===== config.mk =====
export PLATFORM = sky130hd
export DESIGN_NAME = lhcf_ctrl
export DESIGN_NICKNAME = d
export VERILOG_FILES = /design/src/hw/rtl/lhcf_pkg.sv /design/src/hw/rtl/lhcf_ctrl.sv
export SDC_FILE = /design/constraint.sdc
export NUM_CORES = 1
export LEC_CHECK = 0
export BUFFER_PORTS_ARGS = -buffer_cell sky130_fd_sc_hd__buf_2
export CAP_MARGIN = 20
export CELL_PAD_IN_SITES_DETAIL_PLACEMENT = 1
export CELL_PAD_IN_SITES_GLOBAL_PLACEMENT = 2
export CORE_AREA = 5 5 42 44
export CTS_BUF_LIST = sky130_fd_sc_hd__clkbuf_2
export CTS_CLUSTER_SIZE = 10
export DETAILED_ROUTE_END_ITERATION = 8
export DIE_AREA = 0 0 47 49
export PLACE_DENSITY = 0.84
export SYNTH_ARGS = -nofsm -noshare
export SYNTH_HDL_FRONTEND = slang
export SYNTH_SLANG_ARGS = --single-unit

===== constraint.sdc =====
create_clock -name i_clk -period 1.52 [get_ports i_clk]
set_clock_uncertainty 0.1 [all_clocks]
set_input_delay 0 -clock i_clk [delete_from_list [all_inputs] [get_ports i_clk]]
set_output_delay 0 -clock i_clk [all_outputs]
set_load 0.02 [all_outputs]

===== src/hw/rtl/lhcf_pkg.sv =====
// Package: shared constants, register indexes and control structs for the lane histogram core.
`timescale 1ns / 1ps

package lhcf_pkg;

    localparam int DEF_MAX_WIDTH = 1024;
    localparam int DEF_MAX_ROWS  = 128;

    localparam int COL_W    = 10;
    localparam int ROW_W    = 7;
    localparam int CNT_W    = 8;
    localparam int FW_W     = 11;
    localparam int CFG_IDX_W = 3;
    localparam int CFG_DAT_W = 11;
    localparam int POS_W    = 10;
    localparam int RPOS_W   = 11;
    localparam int CTR_W    = 11;
    localparam int OFS_W    = 12;

    localparam logic [CNT_W-1:0] COUNT_MAX = 8'd255;

    // register indexes
    localparam logic [CFG_IDX_W-1:0] REG_BAND_TOP     = 3'd0;
    localparam logic [CFG_IDX_W-1:0] REG_BAND_ROWS    = 3'd1;
    localparam logic [CFG_IDX_W-1:0] REG_LEFT_END     = 3'd2;
    localparam logic [CFG_IDX_W-1:0] REG_RIGHT_START  = 3'd3;
    localparam logic [CFG_IDX_W-1:0] REG_FRAME_CENTER = 3'd4;
    localparam logic [CFG_IDX_W-1:0] REG_FRAME_WIDTH  = 3'd5;

    // register reset values
    localparam logic [6:0]  RST_BAND_TOP     = 7'd10;
    localparam logic [7:0]  RST_BAND_ROWS    = 8'd100;
    localparam logic [9:0]  RST_LEFT_END     = 10'd150;
    localparam logic [9:0]  RST_RIGHT_START  = 10'd250;
    localparam logic [9:0]  RST_FRAME_CENTER = 10'd244;
    localparam logic [10:0] RST_FRAME_WIDTH  = 11'd800;

    typedef struct packed {
        logic clr;        // reset sweep: zero entry at counter, advance
        logic take_pix;   // accept input beat, read its column count
        logic upd;        // write back incremented count
        logic scan_init;  // counter to zero, clear peak trackers
        logic scan;       // read and zero entry at counter, advance
        logic calc;       // resolve positions and half difference
        logic load;       // load output register
    } t_cmd;

    typedef struct packed {
        logic clr_last;
        logic scan_last;
        logic width_zero;
        logic eof;
        logic out_free;
    } t_status;

endpackage


===== src/hw/rtl/lhcf_ctrl.sv =====
// Controller: sequences reset sweep, pixel read-modify-write, end-of-frame scan and result load.
`timescale 1ns / 1ps

module lhcf_ctrl
    import lhcf_pkg::*;
(
    input  logic    i_clk,
    input  logic    i_rst_n,
    input  logic    i_in_valid,
    input  t_status i_status,
    output t_cmd    o_cmd,
    output logic    o_in_stall
);

    localparam logic [2:0] S_CLR   = 3'd0;
    localparam logic [2:0] S_IDLE  = 3'd1;
    localparam logic [2:0] S_UPD   = 3'd2;
    localparam logic [2:0] S_SCAN  = 3'd3;
    localparam logic [2:0] S_DRAIN = 3'd4;
    localparam logic [2:0] S_CALC  = 3'd5;
    localparam logic [2:0] S_OUT   = 3'd6;

    logic [2:0] r_state;
    logic [2:0] n_state;

    always_ff @(posedge i_clk) begin
        if (!i_rst_n) begin
            r_state <= S_CLR;
        end else begin
            r_state <= n_state;
        end
    end

    always_comb begin
        n_state = r_state;
        o_cmd   = '0;
        unique case (r_state)
            S_CLR: begin
                o_cmd.clr = 1'b1;
                if (i_status.clr_last) begin
                    n_state = S_IDLE;
                end
            end
            S_IDLE: begin
                if (i_in_valid) begin
                    o_cmd.take_pix = 1'b1;
                    n_state = S_UPD;
                end
            end
            S_UPD: begin
                o_cmd.upd = 1'b1;
                if (i_status.eof) begin
                    o_cmd.scan_init = 1'b1;
                    n_state = i_status.width_zero ? S_CALC : S_SCAN;
                end else begin
                    n_state = S_IDLE;
                end
            end
            S_SCAN: begin
                o_cmd.scan = 1'b1;
                if (i_status.scan_last) begin
                    n_state = S_DRAIN;
                end
            end
            S_DRAIN: begin
                n_state = S_CALC;
            end
            S_CALC: begin
                o_cmd.calc = 1'b1;
                n_state = S_OUT;
            end
            S_OUT: begin
                if (i_status.out_free) begin
                    o_cmd.load = 1'b1;
                    n_state = S_IDLE;
                end
            end
            default: begin
                n_state = S_CLR;
            end
        endcase
    end

    assign o_in_stall = (r_state != S_IDLE);

endmodule


### Yosys cells after proc, flatten, opt, wreduce, memory -nomap -nowiden

Cells that the tools add are included.

* register bits: 3
* bits of input ports: 8
* output and inout bits: 8

* eq/ne operators: 11
* multiplexer cells: 16
* reduce and logical (&&, ||, !) cells: 2

Operators with widths (number)
* 3-bit case mux with 7 select lines: 1
* 3-bit 2-to-1 mux: 6
* 3-bit equality test, second input constant: 3
* 1-bit 2-to-1 mux: 8
* 2-bit != test, second input constant: 4
* 3-bit by 2-bit equality test with 1-bit output, second input constant: 2
* 4-bit AND reduction: 1
* 3-bit by 1-bit equality test with 1-bit output, second input constant: 1
* 3-bit zero test: 1
* 3-bit by 1-bit != test with 1-bit output, second input constant: 1
* 2-bit 2-to-1 mux: 1

### Depth between registers and ports, before layout

* word-level depth: 3
* mapped depth: 5

### Least setup slack after synthesis

OpenSTA, ideal clock, no wires.

* path type: flip-flop to output port
* from: register r_state[2]
* to: output o_cmd[3] (netlist bit)
* data arrival time: 1147 ps
* path slack: 273 ps
* cell stages (with the launch flop): 4
* path through: dfxtp_1 -> nand2b_2 -> nor2_1 -> and2_1

RTL lines
* start: declaration: RTL line lhcf_ctrl.sv:23 `logic [2:0] r_state;`
* start signal: assignment: RTL line lhcf_ctrl.sv:30 `r_state <= n_state;`
* end: declaration: RTL line lhcf_ctrl.sv:11 `output t_cmd o_cmd,`

==> impl_metrics.yaml <==
global_route:
  grt_max_degree: 12
  gr-usage-all-layers: 0.0718
  antenna_found_initial: 0
  grt_pass1_vias: 284
  grt_pass1_wl_um: 1150
  grt_overflow: 0
timing:
  tightest_slew_ns: 0.358
  fmaxAchievable_mhz: 737
  finalSetupViolCount: 0
  worst_hold_slack_ns: 0.113
  post-route-min-period_ns: 1.36
  worst_slack_ns: 0.164
  setup_tns_ns: 0
  fin_crit_sh: 0.892
  drv_slew: 0
  relSlewSlack: 0.761
  hold_viol: 0
  rsz0062_at_grt: "no"
drt:
  drt_iter0_markers: 1
  drt_first_pass_iters: 2
  drtAntennaViolNets: 0
  routedWlPerCell_um: 10.2
  routed_wl_um: 707
  via_count: 289
  via_per_inst: 4.19
  drc_errors: 0
floorplan:
  dieHeight_um: 49
  design.core.area_mm2: 0.00140
  row_count: 14
  start_util: 0.191
  ios: 16
  die_x_um: 47
  die_area_mm2: 0.00230
synthesis:
  synthArstFlopShare: 0
  ys.warnings.count: 0
  syn-cell-area_um2: 268
  ys.flop_type: "dfxtp_1"
  ys_ff_latch: 3
  synth_top_area_frac: 0.224
  avgSynthCellArea_um2: 7.88
  synth_most_common_cell: "nor2_1"
  ys_seq_area_frac: 0.224
  synthTopCellsByArea: "dfxtp_1, and4bb_2, nor2_1"
  syn-num-nets: 42
  ys_types: 22
  synth_edf_count: 0
  syn_inst: 34
  synthTopCellsByCount: "nor2_1, nand2_1, dfxtp_1"
  synth_top_area_cell: "dfxtp_1"
placement:
  gp_congestion: 0.669
  dp_cells: 64
  dp_worst_setup_slack_ns: 0.183
  port_buffers: 15
  place_area_um2: 352
cts:
  clk_latency_ns: 0.20
  clock_path_buffers: 2
  cts_tree: "yes"
  cts_sinks: 3
  cts_buffers: 3
  htreeDepth: 1
  path_clk_slew_ns: 0.04
  cts-root-buf: "clkbuf_2"
worst_setup_path:
  critPathMaxFanout: 11
  r2r-end: "r_state[0]"
  required_ns: 1.42
  start_kind: "flop"
  cp-startpoint: "r_state[0]"
  cp_data_arrival_time_ns: 1.26
  reg2reg_setup_slack_ns: 0.19
  reg2reg_from: "r_state[0]"
  crit_type: "reg2out"
  reg2regPathDepth: 4
  cp-end-kind: "output port"
  crit_end: "o_cmd[0]"
final_layout:
  nFillCells: 182
  area_growth_pct: 42.5
  final_util: 0.272
  instances_no_fill: 69
  design_area_um2: 382
  largest_reg_flops: 3
  largestRegisters: "r_state x3"
  drive_gt1_frac: 0.509
  final_net_count: 62
  antennaDiodeCount: 0
  top_register: "r_state"
power_and_ir_drop:
  power_frac_comb: 0.517
  leakage_nw: 0.183
  swShare: 0.478
  p_seq_frac: 0.283
  power.switching_mw: 0.261
  power_frac_clock: 0.200
  design_power_total_mw: 0.546
  ir_drop_v: 0.000589
  power_density_mw_per_mm2: 1430
  intPower_mw: 0.285
flow_run:
  max_cap_violations: 0
worst_hold_path:
  hp-class: "in2reg"
status:
  status: "finished, final reports clean"
==> worst max-delay path: stages, from the launching register on <==
cell     delay (ns)
dfxtp_1        0.52
inv_1          0.17
and4_2         0.21
buf_2          0.15
==> cells in the final DEF, fill, tap and decap left out <==
master / count
clkbuf_2: 4
nor2_4: 1
nor2b_1: 1
nand2b_2: 1
and4bb_2: 2
dlygate4sd3_1: 1
o21ai_0: 1
buf_2: 15
nor4b_2: 1
a21oi_1: 2
and2_1: 1
dfxtp_1: 3
nand2b_1: 1
nand3_1: 1
or2b_1: 1
o21ai_1: 1
nor3_1: 2
mux2i_1: 1
nand2_1: 4
nand2_2: 1
nor2_1: 5
a21boi_2: 1
inv_1: 1
and4_2: 1
==> area by class of cell <==
cell class	instances	area, um2	share of cell area
clock buffers	4	20.0	0.0525
inverters	1	3.75	0.00984
multi-input cells	29	193	0.505
well taps	16	20.0	0.0525
repair buffers	16	85.1	0.223
flip-flops and latches	3	60.1	0.157
==> per-layer routing <==
metal	vias to the layer above	routed length (um)	part of all wire	track usage
met5	-	0	0	0
met4	0	12	0.017	0.0553
met3	2	90	0.13	0.0443
met2	12	321	0.45	0.0950
met1	119	284	0.40	0.0789
li1	156	-	-	-
==> what timing repair did <==
item / 4_1_cts / 5_1_grt
hold buffers: 1 / 0
gates resized for setup: 0 / 0
endpoints found under the hold margin: 3 / 0
setup buffers: 0 / 0
==> worst min-delay path by stage <==
stage | end | depth (start not counted) | from | slack [ns]
2_1_floorplan | r_state[2] | 1 | i_rst_n | 0.03
3_3_place_gp | r_state[2] | 2 | i_rst_n | 0.16
3_5_place_dp | r_state[2] | 2 | i_rst_n | 0.18
4_1_cts | r_state[1] | 4 | i_status[2] | 0.11
5_1_grt | r_state[1] | 4 | i_status[2] | 0.11
6_report | r_state[1] | 4 | i_status[2] | 0.11
==> power by group through the flow <==
stage	clock network [mW]	logic, mW	registers, mW
global route	0.125	0.312	0.164
floorplan	0	0.250	0.121
global placement	0	0.283	0.154
detailed placement	0	0.287	0.155
finish	0.109	0.282	0.154
CTS	0.114	0.290	0.154
==> cell families after synthesis <==
family,synth area share
simple gates,0.565
compound gates,0.117
flops,0.224
buf+inv,0.0561
mux,0.0374
(Power assumes the default switching activity.)
